**src/sv/periodic_task_tick_scheduler_top_macros.svh**
```systemverilog
`ifndef PERIODIC_TASK_TICK_SCHEDULER_TOP_MACROS_SVH
`define PERIODIC_TASK_TICK_SCHEDULER_TOP_MACROS_SVH

// same-cycle implication
`define PTTS_ASSERT_IMP(label, clk, rst_n, ante, cons) \
    label: assert property (@(posedge clk) disable iff (!rst_n) (ante) |-> (cons)) \
        else $error("ptts assertion failed");

// next-cycle implication
`define PTTS_ASSERT_NXT(label, clk, rst_n, ante, cons) \
    label: assert property (@(posedge clk) disable iff (!rst_n) (ante) |=> (cons)) \
        else $error("ptts assertion failed");

`endif

```
**src/sv/ptts_pkg.sv**
```systemverilog
`timescale 1ns / 1ps

package ptts_pkg;

    localparam int TASK_SLOTS  = 8;
    localparam int MAX_RESULTS = 8;
    localparam int QUEUE_DEPTH = 2;  // power of two

    localparam int IDX_W     = (TASK_SLOTS > 1) ? $clog2(TASK_SLOTS) : 1;
    localparam int CNT_W     = $clog2(TASK_SLOTS + 1);
    localparam int RES_W     = $clog2(MAX_RESULTS + 1);
    localparam int QPTR_W    = (QUEUE_DEPTH > 1) ? $clog2(QUEUE_DEPTH) : 1;
    localparam int QCNT_W    = $clog2(QUEUE_DEPTH + 1);

    localparam int ACTION_W  = 3;
    localparam int SLOT_W    = 3;
    localparam int TIME_W    = 16;
    localparam int HANDLE_W  = 8;
    localparam int KIND_W    = 2;

    localparam logic [ACTION_W-1:0] ACT_TICK    = 3'd0;
    localparam logic [ACTION_W-1:0] ACT_CREATE  = 3'd1;
    localparam logic [ACTION_W-1:0] ACT_SUSPEND = 3'd2;
    localparam logic [ACTION_W-1:0] ACT_RESUME  = 3'd3;
    localparam logic [ACTION_W-1:0] ACT_DELETE  = 3'd4;

    localparam logic [KIND_W-1:0] KIND_ACCEPT = 2'd0;
    localparam logic [KIND_W-1:0] KIND_REFUSE = 2'd1;
    localparam logic [KIND_W-1:0] KIND_DUE    = 2'd2;
    localparam logic [KIND_W-1:0] KIND_IDLE   = 2'd3;

    typedef enum logic [2:0] {
        OP_TICK,
        OP_CREATE,
        OP_SUSPEND,
        OP_RESUME,
        OP_DELETE,
        OP_NONE
    } t_op;

    typedef struct packed {
        logic [ACTION_W-1:0] action;
        logic [SLOT_W-1:0]   slot;
        logic [TIME_W-1:0]   period;
        logic [TIME_W-1:0]   first_delay;
        logic [HANDLE_W-1:0] task_handle;
    } t_in;

    typedef struct packed {
        logic [KIND_W-1:0]   kind;
        logic [SLOT_W-1:0]   due_slot;
        logic [HANDLE_W-1:0] due_handle;
        logic                last;
    } t_out;

    typedef struct packed {
        t_op                 op;
        logic                slot_ok;
        logic [IDX_W-1:0]    addr;
        logic [TIME_W-1:0]   period;
        logic [TIME_W-1:0]   first_delay;
        logic [HANDLE_W-1:0] task_handle;
    } t_cmd;

    typedef struct packed {
        logic [HANDLE_W-1:0] handle;
        logic [TIME_W-1:0]   period;
        logic [TIME_W-1:0]   countdown;
    } t_slot_rec;

    localparam int REC_W = $bits(t_slot_rec);

    function automatic logic [IDX_W-1:0] f_slot_addr(logic [SLOT_W-1:0] s);
        logic [SLOT_W+IDX_W-1:0] w;
        w = {{IDX_W{1'b0}}, s};
        return w[IDX_W-1:0];
    endfunction

    function automatic logic [SLOT_W-1:0] f_slot_out(logic [IDX_W-1:0] idx);
        logic [SLOT_W+IDX_W-1:0] w;
        w = {{SLOT_W{1'b0}}, idx};
        return w[SLOT_W-1:0];
    endfunction

endpackage

```
**src/sv/periodic_task_tick_scheduler_top.sv**
```systemverilog
`timescale 1ns / 1ps
// channel   direction  handshake          payload
// input     in         i_valid / o_ready  i_data (t_in)
// result    out        o_valid / i_ready  o_data (t_out)
//
// Create and undefined actions: from the queue head through S_DONE to the result register.
// Tick, suspend, resume, delete: a scan of every slot in S_SCAN, one slot record read
// from the slot RAM per cycle through its single read port unless a stalled result holds it.
// A two-entry command queue lets input be taken while the back end works.
// Synchronous active-low reset empties the slot table and the queue.
// A stalled result holds the scan at the next due slot until it is taken.

module periodic_task_tick_scheduler_top (
    input  logic          i_clk,
    input  logic          i_rst_n,
    input  logic          i_valid,
    output logic          o_ready,
    input  ptts_pkg::t_in i_data,
    output logic          o_valid,
    input  logic          i_ready,
    output ptts_pkg::t_out o_data
);
    import ptts_pkg::*;

    logic cmd_valid;
    logic cmd_ready;
    t_cmd cmd;

    ptts_front u_front (
        .i_clk      (i_clk),
        .i_rst_n    (i_rst_n),
        .i_valid    (i_valid),
        .o_ready    (o_ready),
        .i_data     (i_data),
        .o_cmd_valid(cmd_valid),
        .i_cmd_ready(cmd_ready),
        .o_cmd      (cmd)
    );

    ptts_back u_back (
        .i_clk      (i_clk),
        .i_rst_n    (i_rst_n),
        .i_cmd_valid(cmd_valid),
        .o_cmd_ready(cmd_ready),
        .i_cmd      (cmd),
        .o_valid    (o_valid),
        .i_ready    (i_ready),
        .o_data     (o_data)
    );

endmodule

```
**src/sv/ptts_ram.sv**
```systemverilog
`timescale 1ns / 1ps

module ptts_ram #(
    parameter int WIDTH  = 8,
    parameter int DEPTH  = 8,
    parameter int ADDR_W = (DEPTH > 1) ? $clog2(DEPTH) : 1
) (
    input  logic              i_clk,
    input  logic              i_we,
    input  logic [ADDR_W-1:0] i_waddr,
    input  logic [WIDTH-1:0]  i_wdata,
    input  logic              i_re,
    input  logic [ADDR_W-1:0] i_raddr,
    output logic [WIDTH-1:0]  o_rdata
);

    logic [WIDTH-1:0] r_mem [DEPTH];
    logic [WIDTH-1:0] r_rdata;

    always_ff @(posedge i_clk) begin
        if (i_we) begin
            r_mem[i_waddr] <= i_wdata;
        end
        if (i_re) begin
            r_rdata <= r_mem[i_raddr];
        end
    end

    assign o_rdata = r_rdata;

endmodule

```
**src/sv/ptts_front.sv**
```systemverilog
`timescale 1ns / 1ps

module ptts_front (
    input  logic           i_clk,
    input  logic           i_rst_n,
    input  logic           i_valid,
    output logic           o_ready,
    input  ptts_pkg::t_in  i_data,
    output logic           o_cmd_valid,
    input  logic           i_cmd_ready,
    output ptts_pkg::t_cmd o_cmd
);
    import ptts_pkg::*;

    t_cmd              c_cmd;
    t_cmd              r_q [QUEUE_DEPTH];
    logic [QPTR_W-1:0] r_wp;
    logic [QPTR_W-1:0] r_rp;
    logic [QCNT_W-1:0] r_cnt;
    logic              push;
    logic              pop;

    always_comb begin
        c_cmd.slot_ok     = int'(i_data.slot) < TASK_SLOTS;
        c_cmd.addr        = f_slot_addr(i_data.slot);
        c_cmd.period      = i_data.period;
        c_cmd.first_delay = i_data.first_delay;
        c_cmd.task_handle = i_data.task_handle;
        case (i_data.action)
            ACT_TICK:    c_cmd.op = OP_TICK;
            ACT_CREATE:  c_cmd.op = OP_CREATE;
            ACT_SUSPEND: c_cmd.op = OP_SUSPEND;
            ACT_RESUME:  c_cmd.op = OP_RESUME;
            ACT_DELETE:  c_cmd.op = OP_DELETE;
            default:     c_cmd.op = OP_NONE;
        endcase
    end

    assign o_ready     = r_cnt != QCNT_W'(QUEUE_DEPTH);
    assign o_cmd_valid = r_cnt != '0;
    assign o_cmd       = r_q[r_rp];
    assign push        = i_valid && o_ready;
    assign pop         = o_cmd_valid && i_cmd_ready;

    always_ff @(posedge i_clk) begin
        if (!i_rst_n) begin
            r_wp  <= '0;
            r_rp  <= '0;
            r_cnt <= '0;
        end else begin
            if (push) begin
                r_wp <= r_wp + QPTR_W'(1);
            end
            if (pop) begin
                r_rp <= r_rp + QPTR_W'(1);
            end
            if (push && !pop) begin
                r_cnt <= r_cnt + QCNT_W'(1);
            end else if (pop && !push) begin
                r_cnt <= r_cnt - QCNT_W'(1);
            end
        end
    end

    always_ff @(posedge i_clk) begin
        if (push) begin
            r_q[r_wp] <= c_cmd;
        end
    end

endmodule

```
**src/sv/ptts_back.sv**
```systemverilog
`timescale 1ns / 1ps
`include "periodic_task_tick_scheduler_top_macros.svh"

module ptts_back (
    input  logic           i_clk,
    input  logic           i_rst_n,
    input  logic           i_cmd_valid,
    output logic           o_cmd_ready,
    input  ptts_pkg::t_cmd i_cmd,
    output logic           o_valid,
    input  logic           i_ready,
    output ptts_pkg::t_out o_data
);
    import ptts_pkg::*;

    typedef enum logic [1:0] {
        S_IDLE,
        S_SCAN,
        S_DONE
    } t_state;

    t_state                r_state,     n_state;
    t_cmd                  r_cmd,       n_cmd;
    logic [CNT_W-1:0]      r_rd_idx,    n_rd_idx;
    logic                  r_ev,        n_ev;
    logic [IDX_W-1:0]      r_ev_idx,    n_ev_idx;
    logic [RES_W-1:0]      r_n,         n_n;
    t_out                  r_pend,      n_pend;
    logic [TASK_SLOTS-1:0] r_valid,     n_valid;
    logic [TASK_SLOTS-1:0] r_en,        n_en;
    t_out                  r_out,       n_out;
    logic                  r_out_valid, n_out_valid;

    logic             ram_we;
    logic [IDX_W-1:0] ram_waddr;
    t_slot_rec        ram_wdata;
    logic             ram_re;
    logic [IDX_W-1:0] ram_raddr;
    t_slot_rec        rec;

    logic out_free;
    logic ev_due;
    logic stall;
    logic rd_go;
    logic hit;

    ptts_ram #(
        .WIDTH (REC_W),
        .DEPTH (TASK_SLOTS),
        .ADDR_W(IDX_W)
    ) u_ram (
        .i_clk  (i_clk),
        .i_we   (ram_we),
        .i_waddr(ram_waddr),
        .i_wdata(ram_wdata),
        .i_re   (ram_re),
        .i_raddr(ram_raddr),
        .o_rdata(rec)
    );

    assign out_free    = !r_out_valid || i_ready;
    assign o_cmd_ready = r_state == S_IDLE;
    assign o_valid     = r_out_valid;
    assign o_data      = r_out;

    // slot under evaluation
    assign hit    = r_valid[r_ev_idx] && rec.handle == r_cmd.task_handle;
    assign ev_due = r_ev && r_cmd.op == OP_TICK && r_valid[r_ev_idx] && r_en[r_ev_idx]
                    && rec.countdown == '0 && r_n < RES_W'(MAX_RESULTS);
    // a new due task pushes the previous one out
    assign stall  = ev_due && r_n != '0 && !out_free;
    assign rd_go  = r_rd_idx != CNT_W'(TASK_SLOTS);

    always_comb begin
        n_state     = r_state;
        n_cmd       = r_cmd;
        n_rd_idx    = r_rd_idx;
        n_ev        = r_ev;
        n_ev_idx    = r_ev_idx;
        n_n         = r_n;
        n_pend      = r_pend;
        n_valid     = r_valid;
        n_en        = r_en;
        n_out       = r_out;
        n_out_valid = r_out_valid && !i_ready;
        ram_we      = 1'b0;
        ram_waddr   = r_ev_idx;
        ram_wdata   = rec;
        ram_re      = 1'b0;
        ram_raddr   = r_rd_idx[IDX_W-1:0];
        case (r_state)
            S_IDLE: begin
                if (i_cmd_valid) begin
                    n_cmd             = i_cmd;
                    n_pend.kind       = KIND_ACCEPT;
                    n_pend.due_slot   = '0;
                    n_pend.due_handle = '0;
                    n_pend.last       = 1'b0;
                    n_rd_idx          = '0;
                    n_ev              = 1'b0;
                    n_n               = '0;
                    n_state           = S_DONE;
                    case (i_cmd.op)
                        OP_TICK, OP_SUSPEND, OP_RESUME, OP_DELETE: begin
                            n_state = S_SCAN;
                        end
                        OP_CREATE: begin
                            if (!i_cmd.slot_ok || r_valid[i_cmd.addr]) begin
                                n_pend.kind = KIND_REFUSE;
                            end else begin
                                ram_we              = 1'b1;
                                ram_waddr           = i_cmd.addr;
                                ram_wdata.handle    = i_cmd.task_handle;
                                ram_wdata.period    = i_cmd.period;
                                ram_wdata.countdown = i_cmd.first_delay;
                                n_valid[i_cmd.addr] = 1'b1;
                                n_en[i_cmd.addr]    = 1'b1;
                            end
                        end
                        default: ;
                    endcase
                end
            end
            S_SCAN: begin
                if (!stall) begin
                    if (r_ev) begin
                        case (r_cmd.op)
                            OP_TICK: begin
                                if (ev_due) begin
                                    if (r_n != '0) begin
                                        n_out       = r_pend;
                                        n_out_valid = 1'b1;
                                    end
                                    n_pend.kind         = KIND_DUE;
                                    n_pend.due_slot     = f_slot_out(r_ev_idx);
                                    n_pend.due_handle   = rec.handle;
                                    n_pend.last         = 1'b0;
                                    n_n                 = r_n + RES_W'(1);
                                    ram_we              = 1'b1;
                                    ram_wdata.countdown = rec.period - TIME_W'(1);
                                end else if (r_valid[r_ev_idx] && r_en[r_ev_idx]
                                             && rec.countdown != '0) begin
                                    ram_we              = 1'b1;
                                    ram_wdata.countdown = rec.countdown - TIME_W'(1);
                                end
                            end
                            OP_SUSPEND: begin
                                if (hit) begin
                                    n_en[r_ev_idx] = 1'b0;
                                end
                            end
                            OP_RESUME: begin
                                if (hit) begin
                                    n_en[r_ev_idx] = 1'b1;
                                end
                            end
                            OP_DELETE: begin
                                if (hit) begin
                                    n_valid[r_ev_idx] = 1'b0;
                                end
                            end
                            default: ;
                        endcase
                    end
                    n_ev = rd_go;
                    if (rd_go) begin
                        ram_re   = 1'b1;
                        n_rd_idx = r_rd_idx + CNT_W'(1);
                        n_ev_idx = r_rd_idx[IDX_W-1:0];
                    end
                    if (!r_ev && !rd_go) begin
                        n_state = S_DONE;
                        if (r_cmd.op == OP_TICK && r_n == '0) begin
                            n_pend.kind = KIND_IDLE;
                        end
                    end
                end
            end
            S_DONE: begin
                if (out_free) begin
                    n_out       = r_pend;
                    n_out.last  = 1'b1;
                    n_out_valid = 1'b1;
                    n_state     = S_IDLE;
                end
            end
            default: n_state = S_IDLE;
        endcase
    end

    always_ff @(posedge i_clk) begin
        if (!i_rst_n) begin
            r_state     <= S_IDLE;
            r_valid     <= '0;
            r_en        <= '0;
            r_out_valid <= 1'b0;
            r_ev        <= 1'b0;
            r_rd_idx    <= '0;
            r_n         <= '0;
        end else begin
            r_state     <= n_state;
            r_valid     <= n_valid;
            r_en        <= n_en;
            r_out_valid <= n_out_valid;
            r_ev        <= n_ev;
            r_rd_idx    <= n_rd_idx;
            r_n         <= n_n;
            r_ev_idx    <= n_ev_idx;
            r_cmd       <= n_cmd;
            r_pend      <= n_pend;
            r_out       <= n_out;
        end
    end

    `PTTS_ASSERT_IMP(a_res_cap, i_clk, i_rst_n, 1'b1, r_n <= RES_W'(MAX_RESULTS))
    `PTTS_ASSERT_NXT(a_cmd_take, i_clk, i_rst_n, i_cmd_valid && o_cmd_ready, r_state != S_IDLE)
    `PTTS_ASSERT_IMP(a_pend_due, i_clk, i_rst_n, r_state == S_SCAN && r_n != '0, r_pend.kind == KIND_DUE)
    `PTTS_ASSERT_IMP(a_ram_port, i_clk, i_rst_n, ram_we && ram_re, ram_waddr != ram_raddr)

endmodule
```
**config.mk**
```make
export PLATFORM = sky130hd
export DESIGN_NAME = periodic_task_tick_scheduler_top
export DESIGN_NICKNAME = d
export VERILOG_FILES = /design/src/sv/ptts_pkg.sv /design/src/sv/periodic_task_tick_scheduler_top.sv /design/src/sv/ptts_ram.sv /design/src/sv/ptts_front.sv /design/src/sv/ptts_back.sv
export VERILOG_INCLUDE_DIRS = /design/src /design/src/sv
export SDC_FILE = /design/constraint.sdc
export NUM_CORES = 1
export LEC_CHECK = 0
export BUFFER_PORTS_ARGS = -buffer_cell sky130_fd_sc_hd__buf_4
export CELL_PAD_IN_SITES_DETAIL_PLACEMENT = 1
export CELL_PAD_IN_SITES_GLOBAL_PLACEMENT = 1
export CORE_ASPECT_RATIO = 0.5
export CORE_MARGIN = 4
export CORE_UTILIZATION = 45
export CTS_BUF_LIST = sky130_fd_sc_hd__clkbuf_8
export DETAILED_ROUTE_END_ITERATION = 10
export HOLD_SLACK_MARGIN = 0.12
export MAX_ROUTING_LAYER = met4
export PLACE_DENSITY = 0.79
export RECOVER_POWER = 100
export SLEW_MARGIN = 5
export SYNTH_ARGS = -nofsm -noshare
export SYNTH_HDL_FRONTEND = slang
export SYNTH_SLANG_ARGS = --single-unit
```
**constraint.sdc**
```tcl
create_clock -name i_clk -period 10.6 [get_ports i_clk]
set_clock_uncertainty 0.2 [all_clocks]
set_input_delay 1.06 -clock i_clk [delete_from_list [all_inputs] [get_ports i_clk]]
set_output_delay 1.06 -clock i_clk [all_outputs]
set_load 0.02 [all_outputs]
```
==> key figures, run 1 <==
Outcome
  • Status: complete, but fails checks
  • Failing checks: capacitance limit, slew limit

Clocking
  • Worst-path clk slew: 0.06 ns
  • Hold buffer count at cts: 0
  • Root buffer cell: clkbuf_8
  • CTS resizes: 0
  • CTS tree: done
  • CTS Sinks: 526
  • Clock tree buffer depth: 3
  • Max H-tree Level: 3
  • Setup Buffers After CTS: 0
  • CTS Buf Count: 75
  • Clk Latency, worst-skew pair: 0.63 ns

Critical path
  • CP max stage cell: clkbuf_1
  • Critical path arrival: 7.70 ns
  • Critical Path Source Type: flip-flop
  • FF-to-FF setup slack: 2.98 ns
  • Delay-heaviest family, CP: buffers and inverters
  • CP max stage delay: 2.71 ns
  • Crit Path Max Fanout: 52
  • Worst EP required: 10.68 ns
  • Crit path buffers/inverters: 3
  • CP cell instances: clkbuf_1 > mux2i_1 > mux2i_1 > a22oi_1 > a21boi_2 > buf_4 > nor2_1 > a32oi_1 > nor2_4 > buf_4
  • CP Capture Type: flip-flop
  • Crit Path Category: reg2reg

Synth
  • FFs w/ async S/R, synth: 0%
  • Sequential share of the synthesized area: 70.98%
  • Syn_nets: 1347
  • Avg Synthesized Cell Area: 16.94 µm²
  • Yosys cell types: 78
  • Post-synth EDFFs: 493
  • Most used DFF post-synth: edfxtp_1
  • YS warnings: 0
  • Yosys reg bits: 526
  • Syn Inst Count: 1286
  • Netlist Area Pre-Place: 21790 µm²

Final layout
  • N_diodes: 0
  • Commonest non-fill, non-tap cell in the layout: edfxtp_1
  • Final nets: 1447
  • Final instance area: 24200 µm²
  • Most frequent cells in the layout: edfxtp_1 (493), mux4_2 (83), nand2_1 (82)
  • Fin cells: 2076
  • Share of cells above drive strength 1: 20.17%
  • Area Overhead vs Synth: 11.05%

Floorplanning
  • Area of the die: 52210 µm²
  • Core area: 47370 µm²
  • Initial core utilization: 46.00%
  • Num ports: 66
  • FP Rows: 56
  • Die Y-Extent: 163.6 µm
  • Die extent in x: 319.2 µm

Detailed routing
  • Vias per std cell: 6.015
  • Router iterations before antenna repair: 7
  • Vias: 12490
  • # DRC: 0
  • Initial detailed-routing violation count: 1309
  • Post-route ant nets: 0
  • Post-DR wirelength/cell: 26.25 µm
  • Routed WL: 54.51 mm

Global routing
  • Initial antenna violation count: 0
  • Via count of the first global-routing pass: 13180
  • GR Overflow Total: 0
  • All-Layer GR Usage: 21.73%
  • First-pass GRT wire length: 83.35 mm
  • Pin count of the biggest net entering global routing: 65

Timing
  • RSZ-0062 raised after global routing: false
  • Hold slack: 0.2217 ns
  • Pins Over Slew Limit: 337
  • Final setup fails: 0
  • Slew HR: -158.2%
  • Final hold vios: 0
  • Worst-Margin Slew: 3.873 ns
  • Crit share post-route: 71.88%
  • Max Clock Freq: 131.2 MHz
  • Post-layout min period: 7.619 ns
  • Setup TNS: 0 ns

Power and ir drop
  • PD cells: 218.6 nW/µm²
  • Sequential share of power: 52.9%
  • Max rail drop VDD: 93.26 µV
  • Final Power: 0.005289 W
  • P_leak: 7.623 nW
  • Switching pwr: 0.001562 W
  • Clock group share of total power: 28.0%
  • Gate power share: 19.1%
  • Sw frac: 29.54%
  • Internal power: 0.003727 W

Placed design
  • GP Congestion: 0.8966
  • IO Port Bufs: 65
  • Cell Count Post-Placement: 1947
  • Placed Area: 23030 µm²
  • Dpl hpwl: 33.97 mm

Worst hold path
  • Min-delay worst type: reg2reg

Job
  • Max_cap viols: 8
==> through the flow <==
step	setup slack (ns)	util (%)
after global routing	2.543	51.08
after detailed placement	5.523	48.62
after CTS	5.448	51.46
after floorplan	6.276	-
after global placement	5.780	48.62
final	2.981	51.08
==> cell usage after synthesis, types with 4 or more instances <==
cell type / count / area share, %
edfxtp_1: 493 / 68
and2_1: 6 / 0.17
a21oi_1: 50 / 1.1
a22oi_1: 4 / 0.14
a31oi_1: 9 / 0.26
xnor2_1: 12 / 0.48
clkbuf_1: 38 / 0.65
or3_1: 7 / 0.20
nand3b_1: 4 / 0.14
o22a_1: 4 / 0.16
o221ai_1: 4 / 0.16
o22ai_1: 7 / 0.20
o21ai_1: 4 / 0.092
nand2b_1: 5 / 0.14
nor4_1: 9 / 0.26
o211ai_1: 9 / 0.31
xor2_1: 13 / 0.52
buf_1: 7 / 0.12
dfxtp_1: 33 / 3.0
a311oi_1: 6 / 0.24
nand4_1: 7 / 0.20
and3_1: 25 / 0.72
inv_1: 17 / 0.29
mux4_2: 83 / 8.6
a21o_1: 4 / 0.14
nor3_1: 16 / 0.37
o31ai_1: 5 / 0.17
nand2_1: 82 / 1.4
mux2_2: 72 / 3.7
buf_2: 11 / 0.25
o21ai_0: 43 / 0.99
ha_1: 11 / 0.63
mux2i_1: 34 / 1.6
nor2_1: 60 / 1.0
nand3_1: 27 / 0.62
==> power groups by stage <==
stage	Sequential [W]	Clock (W)	Combinational, W
2_1_floorplan	0.00277	0	0.000675
3_3_place_gp	0.00282	0	0.000951
3_5_place_dp	0.00283	0	0.00101
4_1_cts	0.00279	0.00151	0.00102
5_1_grt	0.00282	0.00162	0.00110
6_report	0.00280	0.00148	0.00101
==> sequential cells by signal, indices dropped and copies added (netlist names), 3 cells and up, named ones only <==
signal and flops:
u_back.o_data 14, u_back.r_valid 8, u_back.r_rd_idx 4, u_back.r_n 4
u_back.r_en 8, u_back.r_ev_idx 3, u_back.r_pend 13, u_back.r_cmd 11
u_back.u_ram.o_rdata 40, u_back.u_ram.r_mem 320, u_front.r_q 92
==> final timing paths <==
check | startpoint | end | cells past startpoint
setup / recovery | flip-flop | u_back.u_ram.r_mem[1][24] | 10
hold / removal | u_back.r_pend[5] | u_back.o_data[5] | 0
setup reg to reg | flip-flop | u_back.u_ram.r_mem[1][24] | 10
hold reg to reg | u_back.r_pend[5] | u_back.o_data[5] | 0
==> cells by family after synthesis <==
family,share of synthesized area (%)
flops,70.98
fa+ha+maj,0.6317
xor+xnor,1.005
simple gates,6.266
compound gates,5.416
buf+inv,1.614
mux,14.09
==> layer usage <==
| layer | GRT usage, % | wire, µm | vias to the layer above |
|---|---|---|---|
| met2 | 34.56 | 26310 | 520 |
| met4 | 6.224 | 1247 | 0 |
| met1 | 29.03 | 23270 | 6519 |
| met3 | 4.074 | 3673 | 95 |
| li1 | - | - | 5354 |
| met5 | - | 0 | - |
==> worst reg2reg max path, stage by stage, from the launching register on <==
cell and delay, ns:
dfxtp_2 0.31, clkbuf_1 2.71, mux2i_1 1.28, mux2i_1 0.55, a22oi_1 0.19, a21boi_2 0.18
buf_4 0.35, nor2_1 0.16, a32oi_1 0.85, nor2_4 0.08, buf_4 0.39
==> area by class of cell <==
cell class              instances  area (µm²)
repair buffers                 85       495.5
multi-input cells             679        6018
inverters                      19       71.32
flip-flops and latches        526       15470
well taps                     638       798.3
clock buffers                  78        1074
clock inverters                51       272.8
fillers                      4497       23170
No activity file was read; power rests on OpenSTA's default activity.
==> inputs of run 2 (changes only) <==
--- a/config.mk
+++ b/config.mk
@@ -6,6 +6,7 @@
 export SDC_FILE = /design/constraint.sdc
 export NUM_CORES = 1
 export LEC_CHECK = 0
+export ABC_AREA = 1
 export BUFFER_PORTS_ARGS = -buffer_cell sky130_fd_sc_hd__buf_4
 export CELL_PAD_IN_SITES_DETAIL_PLACEMENT = 1
 export CELL_PAD_IN_SITES_GLOBAL_PLACEMENT = 1
@@ -16,7 +17,7 @@
 export DETAILED_ROUTE_END_ITERATION = 10
 export HOLD_SLACK_MARGIN = 0.12
 export MAX_ROUTING_LAYER = met4
-export PLACE_DENSITY = 0.79
+export PLACE_DENSITY = 0.84
 export RECOVER_POWER = 100
 export SLEW_MARGIN = 5
 export SYNTH_ARGS = -nofsm -noshare
==> constraint.sdc (replaced) <==
create_clock -name i_clk -period 7.8 [get_ports i_clk]
set_clock_uncertainty 0.2 [all_clocks]
set_input_delay 0.78 -clock i_clk [delete_from_list [all_inputs] [get_ports i_clk]]
set_output_delay 0.78 -clock i_clk [all_outputs]
set_load 0.02 [all_outputs]
==> key figures, run 2 <==
Synth
  • Netlist Area Pre-Place: 22970 µm² (+5.4%)
  • YS warnings: 0 (unchanged)
  • Top-count cell post-synth: edfxtp_1
  • FFs w/ async S/R, synth: 0% (unchanged)
  • Post-synth EDFFs: 493 (unchanged)
  • Synth area leader: edfxtp_1
  • Post-synth top cells: edfxtp_1 (493), nor2_1 (431), nand2_1 (414)
  • Syn Inst Count: 2143 (+67%)
  • Avg Synthesized Cell Area: 10.72 µm² (-37%)
  • Yosys reg bits: 526 (unchanged)
  • Yosys cell types: 43 (-45%)
  • Dominant cells by area after synthesis: edfxtp_1 (64%), nor2_1 (7.0%), nand2_1 (6.8%), o21ai_0 (4.4%), dfxtp_1 (2.9%)
  • Syn_nets: 2204 (+64%)
  • Post-synth top area share: 64.44% (-3.5 points)
  • Most used DFF post-synth: edfxtp_1
  • Sequential share of the synthesized area: 67.32% (-3.7 points)

Floorplanning
  • Core area: 50360 µm² (+6.3%)
  • Area of the die: 54950 µm² (+5.2%)
  • Die extent in x: 327.5 µm (+2.6%)
  • Num ports: 66 (unchanged)
  • Die Y-Extent: 167.8 µm (+2.6%)
  • FP Rows: 58 (+3.6%)
  • Initial core utilization: 45.61% (-0.39 points)

Outcome
  • Failing checks: capacitance limit, slew limit
  • Status: complete, but fails checks

Placed design
  • IO Port Bufs: 65 (unchanged)
  • Dpl hpwl: 42.60 mm (+25%)
  • GP Congestion: 0.9152 (+2.1%)
  • DP Worst Slack: 2.620 ns (-2.904 ns)
  • Cell Count Post-Placement: 2816 (+45%)

Critical path
  • CP Capture Type: flip-flop
  • Crit Path Max Fanout: 31 (-40%)
  • CP max stage cell: nor2_1
  • RR Startpoint: u_back.r_ev_idx[0]
  • Most Frequent Cell on Critical Path: nand2_1
  • Worst R2R End: u_back.u_ram.r_mem[2][22]
  • Critical path arrival: 6.19 ns (-1.51 ns)
  • CP Capture Point: u_back.u_ram.r_mem[2][22]
  • CP max stage delay: 1.17 ns (-1.54 ns)
  • Crit Path Category: reg2reg
  • CP startpoint: u_back.r_ev_idx[0]
  • Worst EP required: 7.88 ns (-2.80 ns)
  • Critical Path Source Type: flip-flop
  • CP cell instances: inv_1 > nand2_1 > nand3_1 > nand2_1 > nor2_2 > nor2_1 > nand2_1 > nand2_1 > nand3_1 > o21bai_1 > nand2_1 > nor2_4 > buf_4
  • R2r worst-path depth: 13 (+3)
  • FF-to-FF setup slack: 1.69 ns (-1.29 ns)

Timing
  • Post-layout min period: 6.114 ns (-1.506 ns)
  • Slew HR: -112.8% (+45 points)
  • Final WS setup: 1.686 ns (-1.294 ns)
  • Crit share post-route: 78.38% (+6.5 points)
  • Worst-Margin Slew: 3.193 ns (-0.6808 ns)
  • RSZ-0062 raised after global routing: false
  • Pins Over Slew Limit: 314 (-6.8%)
  • Final hold vios: 0 (unchanged)
  • Max Clock Freq: 163.6 MHz (+25%)
  • Setup TNS: 0 ns (unchanged)
  • Final setup fails: 0 (unchanged)

Clocking
  • CTS Buf Count: 77 (+2.7%)
  • Clock tree buffer depth: 3 (unchanged)
  • Max H-tree Level: 3 (unchanged)
  • CTS Sinks: 526 (unchanged)
  • Worst-path clk slew: 0.06 ns (about the same)
  • CTS tree: done
  • Root buffer cell: clkbuf_8
  • Clk Latency, worst-skew pair: 0.66 ns (+0.03 ns)

Final layout
  • Final-layout fill cell count: 5509 (+23%)
  • Max reg flops: 320 (unchanged)
  • Top reg by flops: u_back.u_ram.r_mem
  • Most frequent cells in the layout: edfxtp_1 (493), nor2_1 (426), nand2_1 (418)
  • Share of cells above drive strength 1: 7.769% (-12 points)
  • Fin cells: 2998 (+44%)
  • Final nets: 2308 (+60%)
  • Area Overhead vs Synth: 11.53%
  • Commonest non-fill, non-tap cell in the layout: edfxtp_1

Detailed routing
  • Post-route ant nets: 0 (unchanged)
  • Router iterations before antenna repair: 7 (unchanged)
  • Post-DR wirelength/cell: 24.23 µm (-7.7%)
  • # DRC: 0 (unchanged)
  • Initial detailed-routing violation count: 1658 (+27%)
  • Routed WL: 72.64 mm (+33%)
  • Vias: 17450 (+40%)
  • Vias per std cell: 5.822 (-3.2%)

Worst hold path
  • Min-delay worst type: reg2reg

Job
  • Max_cap viols: 7 (-1)

Power and ir drop
  • PD cells: 320.1 nW/µm² (+46%)
  • P_leak: 9.354 nW (+23%)
  • Max rail drop VDD: 126.0 µV (+35%)

Global routing
  • Global Route met1 Usage: 33.61% (+4.6 points)
  • GR Overflow Total: 0 (unchanged)
  • First-pass GRT wire length: 110.6 mm (+33%)
  • Met3 Use GR: 4.957% (+0.88 points)
  • Initial antenna violation count: 3 (+3)
  • Gr busiest metal: met2
  • Via count of the first global-routing pass: 18270 (+39%)
  • All-Layer GR Usage: 27.11% (+5.4 points)
  • Pin count of the biggest net entering global routing: 84 (+29%)
  • Met2 usage: 44.49% (+9.9 points)
[run 2: changes by cell type after synthesis, moves of 62 or more]
cell,before,now
nor2_1,60,431
mux4_2,83,0
nand2_1,82,414
inv_1,17,102
o21ai_0,43,204
mux2_2,72,0
nand3_1,27,89
[run 2: cell families (layout without fill, tap and decap cells)]
family,Yosys count,in the layout,synth area share (%)
AOI/OAI and AO/OA,344,344,8.235
xor gates and xnor gates,25,25,0.9532
adders and majority gates,11,11,0.5991
buffers and inverters,216,377,3.992
DFF,526,526,67.32
muxes,16,16,0.6972
other,0,4,0
and+or+nand+nor,1005,1005,18.20
[run 2: how the worst min path moves through the flow]
stage,from,endpoint,slack (ns),cells after the start
detailed placement,u_back.r_pend[6],u_back.o_data[6],0.21,0
global route,u_back.r_pend[9],u_back.o_data[9],0.22,0
floorplan,u_back.r_pend[10],u_back.o_data[10],0.20,0
global placement,u_back.r_pend[9],u_back.o_data[9],0.20,0
finish,u_back.r_pend[9],u_back.o_data[9],0.22,0
CTS,i_data[21],u_front.r_q[0][21],0.12,1
[run 2: layout make-up]
| class | count | area (µm²) | share of cell area (%) |
|---|---|---|---|
| Antenna cell | 4 | 10.01 | 0.03907 |
| Clock buffer | 81 | 1115 | 4.351 |
| Clock inverter | 55 | 302.8 | 1.182 |
| Inverter | 112 | 422.9 | 1.651 |
| Multi-Input combinational cell | 1401 | 6550 | 25.57 |
| Sequential cell | 526 | 15470 | 60.37 |
| Tap cell | 690 | 863.3 | 3.370 |
| Timing Repair Buffer | 129 | 890.9 | 3.477 |
[run 2: timing repair]
action	CTS	global route
gates resized for setup	0	0
hold endpoints to repair	81	1
hold buffers	41	1
buffers inserted	0	0
[run 2: stage by stage]
| step | instance area [µm²] | hold slack, ns | power (W) | utilization (%) |
|---|---|---|---|---|
| after floorplan | 22970 | 0.2003 | 0.005209 | - |
| after global placement | 24080 | 0.2027 | 0.005860 | 47.81 |
| after detailed placement | 24080 | 0.2063 | 0.005990 | 47.81 |
| after CTS | 25910 | 0.1211 | 0.008121 | 51.44 |
| after global routing | 25620 | 0.2239 | 0.008574 | 50.87 |
| final | 25620 | 0.2211 | 0.008202 | 50.87 |
[run 2: power breakdown]
part / internal [W] / leakage, nW / total [W] / switching [W]
clock network: 0.00104 / 0.817 / 0.00218 / 0.00115
logic: 0.000494 / 3.78 / 0.00215 / 0.00165
registers: 0.00366 / 4.76 / 0.00387 / 0.000208
total: 0.00519 / 9.35 / 0.00820 / 0.00301
[run 2: per-layer routing]
layer | vias to the layer above | routed length (µm)
li1 | 7633 | -
met5 | - | 0
met1 | 8801 | 28800
met4 | 0 | 2871
met3 | 190 | 5183
met2 | 830 | 35790
[run 2: worst max-delay path, delay by kind of cell, from the launching register on]
family	cells	cell delay (ns)
flops	1	0.60
simple gates	10	3.71
compound gates	1	0.29
buf+inv	2	0.90
==> inputs of run 3 (changes only) <==
==> constraint.sdc (replaced) <==
create_clock -name i_clk -period 6.3 [get_ports i_clk]
set_clock_uncertainty 0.2 [all_clocks]
set_input_delay 0.63 -clock i_clk [delete_from_list [all_inputs] [get_ports i_clk]]
set_output_delay 0.63 -clock i_clk [all_outputs]
set_load 0.02 [all_outputs]
==> key figures, run 3 (synthesis results as in run 2) <==
Global routing
  • Pin count of the biggest net entering global routing: 100 (+19%)
  • Initial antenna violation count: 1 (-2)
  • GR Overflow Total: 0 (unchanged)
  • Via count of the first global-routing pass: 17890 (-2.1%)
  • First-pass GRT wire length: 108.6 mm (-1.9%)
  • All-Layer GR Usage: 26.80% (-0.31 points)

Clocking
  • CTS Sinks: 526 (unchanged)
  • Root buffer cell: clkbuf_8
  • Clock tree buffer depth: 3 (unchanged)
  • CTS tree: done
  • CTS Buf Count: 76 (-1.3%)
  • Clk Latency, worst-skew pair: 0.69 ns (+0.03 ns)
  • Max H-tree Level: 3 (unchanged)
  • Setup Buffers After CTS: 0 (unchanged)
  • Worst-path clk slew: 0.07 ns (about the same)

Floorplanning
  • FP Rows: 58 (unchanged)
  • Area of the die: 54950 µm² (unchanged)
  • Die Y-Extent: 167.8 µm (unchanged)
  • Die extent in x: 327.5 µm (unchanged)
  • Initial core utilization: 45.61% (unchanged)
  • Num ports: 66 (unchanged)
  • Core area: 50360 µm² (unchanged)

Worst hold path
  • Min-delay worst type: in2reg
  • Hold Path Depth: 3 (+3)

Placed design
  • IO Port Bufs: 65 (unchanged)
  • Cell Count Post-Placement: 2819 (+0.11%)
  • GP Congestion: 0.9006 (-1.6%)
  • Dpl hpwl: 44.68 mm (+4.9%)

Critical path
  • R2r worst-path depth: 12 (-1)
  • Worst R2R End: u_back.u_ram.r_mem[2][13]
  • Worst EP required: 6.44 ns (-1.44 ns)
  • Crit Path Max Fanout: 31 (unchanged)
  • Critical path arrival: 5.70 ns (-0.49 ns)
  • Crit Path Category: reg2reg
  • Critical Path Source Type: flip-flop
  • FF-to-FF setup slack: 0.74 ns (-0.94 ns)
  • CP Capture Type: flip-flop
  • CP Capture Point: u_back.u_ram.r_mem[2][13]

Detailed routing
  • Post-DR wirelength/cell: 24.01 µm (-0.93%)
  • Routed WL: 72.04 mm (-0.83%)
  • # DRC: 0 (unchanged)
  • Vias per std cell: 5.793 (-0.49%)
  • Vias: 17390 (-0.40%)
  • Wl on met1: 29.42 mm (+2.2%)
  • Router iterations before antenna repair: 5 (-2)
  • Highest routed layer: met4
  • Initial detailed-routing violation count: 1900 (+15%)
  • DR WL met2: 33.99 mm (-5.0%)
  • Post-route ant nets: 0 (unchanged)
  • WL met3: 6.449 mm (+24%)

Final layout
  • Fin cells: 3001 (+0.10%)
  • Most frequent cells in the layout: edfxtp_1 (493), nor2_1 (426), nand2_1 (421)
  • Final nets: 2313 (+0.22%)
  • Top reg by flops: u_back.u_ram.r_mem
  • Max reg flops: 320 (unchanged)
  • Area Overhead vs Synth: 11.73%
  • Share of cells above drive strength 1: 7.709% (-0.060 points)
  • Commonest non-fill, non-tap cell in the layout: edfxtp_1

Power and ir drop
  • Max rail drop VDD: 155.3 µV (+23%)
  • P_leak: 9.355 nW (about the same)
  • PD cells: 397.5 nW/µm² (+24%)

Timing
  • Setup TNS: 0 ns (unchanged)
  • Pins Over Slew Limit: 334 (+6.4%)
  • Post-layout min period: 5.557 ns (-0.5564 ns)
  • Crit share post-route: 88.21% (+9.8 points)
  • RSZ-0062 raised after global routing: false
  • Slew HR: -101.4% (+11 points)
  • Final hold vios: 0 (unchanged)
  • Max Clock Freq: 179.9 MHz (+10%)
  • Hold slack: 0.1713 ns (-0.04971 ns)
  • Final setup fails: 0 (unchanged)
  • Worst-Margin Slew: 3.021 ns (-0.1718 ns)

Outcome
  • Status: complete, but fails checks
  • Failing checks: capacitance limit, slew limit

Job
  • Max_cap viols: 7 (unchanged)
-- run 3: cell types whose count changed in the layout (fill, tap and decap cells not counted), moves of 4 or more --
cell	previous run	this run
nand2_2	10	6
clkinv_2	3	7
clkbuf_1	48	53
inv_1	131	124
-- run 3: critical path, cell delays in order, from the launching register on --
cell	delay, ns
dfxtp_1	0.49
inv_1	1.11
nand2_2	0.14
nand2_1	0.33
nand2_1	0.10
nand3_1	0.08
nand2_1	0.09
nand2_2	0.09
nand4_4	0.14
o21ai_0	0.74
nand2_1	0.46
nor2_4	0.87
buf_4	0.36
-- run 3: through the flow --
step	worst slack (ns)	utilization, %	cell area (µm²)	power, W
floorplan	2.287	-	22970	0.006449
global placement	1.706	47.86	24100	0.007327
detailed placement	1.542	47.86	24100	0.007501
CTS	1.462	51.56	25970	0.01016
global route	0.6129	50.96	25660	0.01066
finish	0.7425	50.96	25670	0.01020
-- run 3: layout make-up --
class / instances / area [µm²]
clock buffer: 81 / 1115
fill: 5494 / 24700
clock inverter: 54 / 299.0
multi-input combinational: 1401 / 6575
sequential: 526 / 15460
tap: 690 / 863.3
antenna: 2 / 5.005
inverter: 112 / 422.9
timing repair buffer: 135 / 922.1
-- run 3: routing by layer --
layer	global-route usage, %	vias up
li1	-	7643
met1	35.10	8728
met2	41.58	855
met3	6.022	159
met4	9.321	0
met5	-	-
-- run 3: how the worst min path moves through the flow --
stage                       from            endpoint  slack, ns
2_1_floorplan  u_back.r_pend[10]   u_back.o_data[10]       0.20
3_5_place_dp    u_back.r_pend[6]    u_back.o_data[6]       0.21
3_3_place_gp   u_back.r_pend[10]   u_back.o_data[10]       0.20
4_1_cts               i_data[44]  u_front.r_q[1][44]       0.13
5_1_grt               i_data[44]  u_front.r_q[1][44]       0.14
6_report              i_data[44]  u_front.r_q[1][44]       0.17
-- run 3: timing repair --
item,CTS,global route
hold buffers,45,0
gates resized for setup,0,0
endpoints found under the hold margin,92,0
-- run 3: power breakdown --
group	internal [W]	switching [W]	total (W)
combinational	0.000610	0.00214	0.00275
clock	0.00125	0.00143	0.00269
sequential	0.00454	0.000228	0.00476
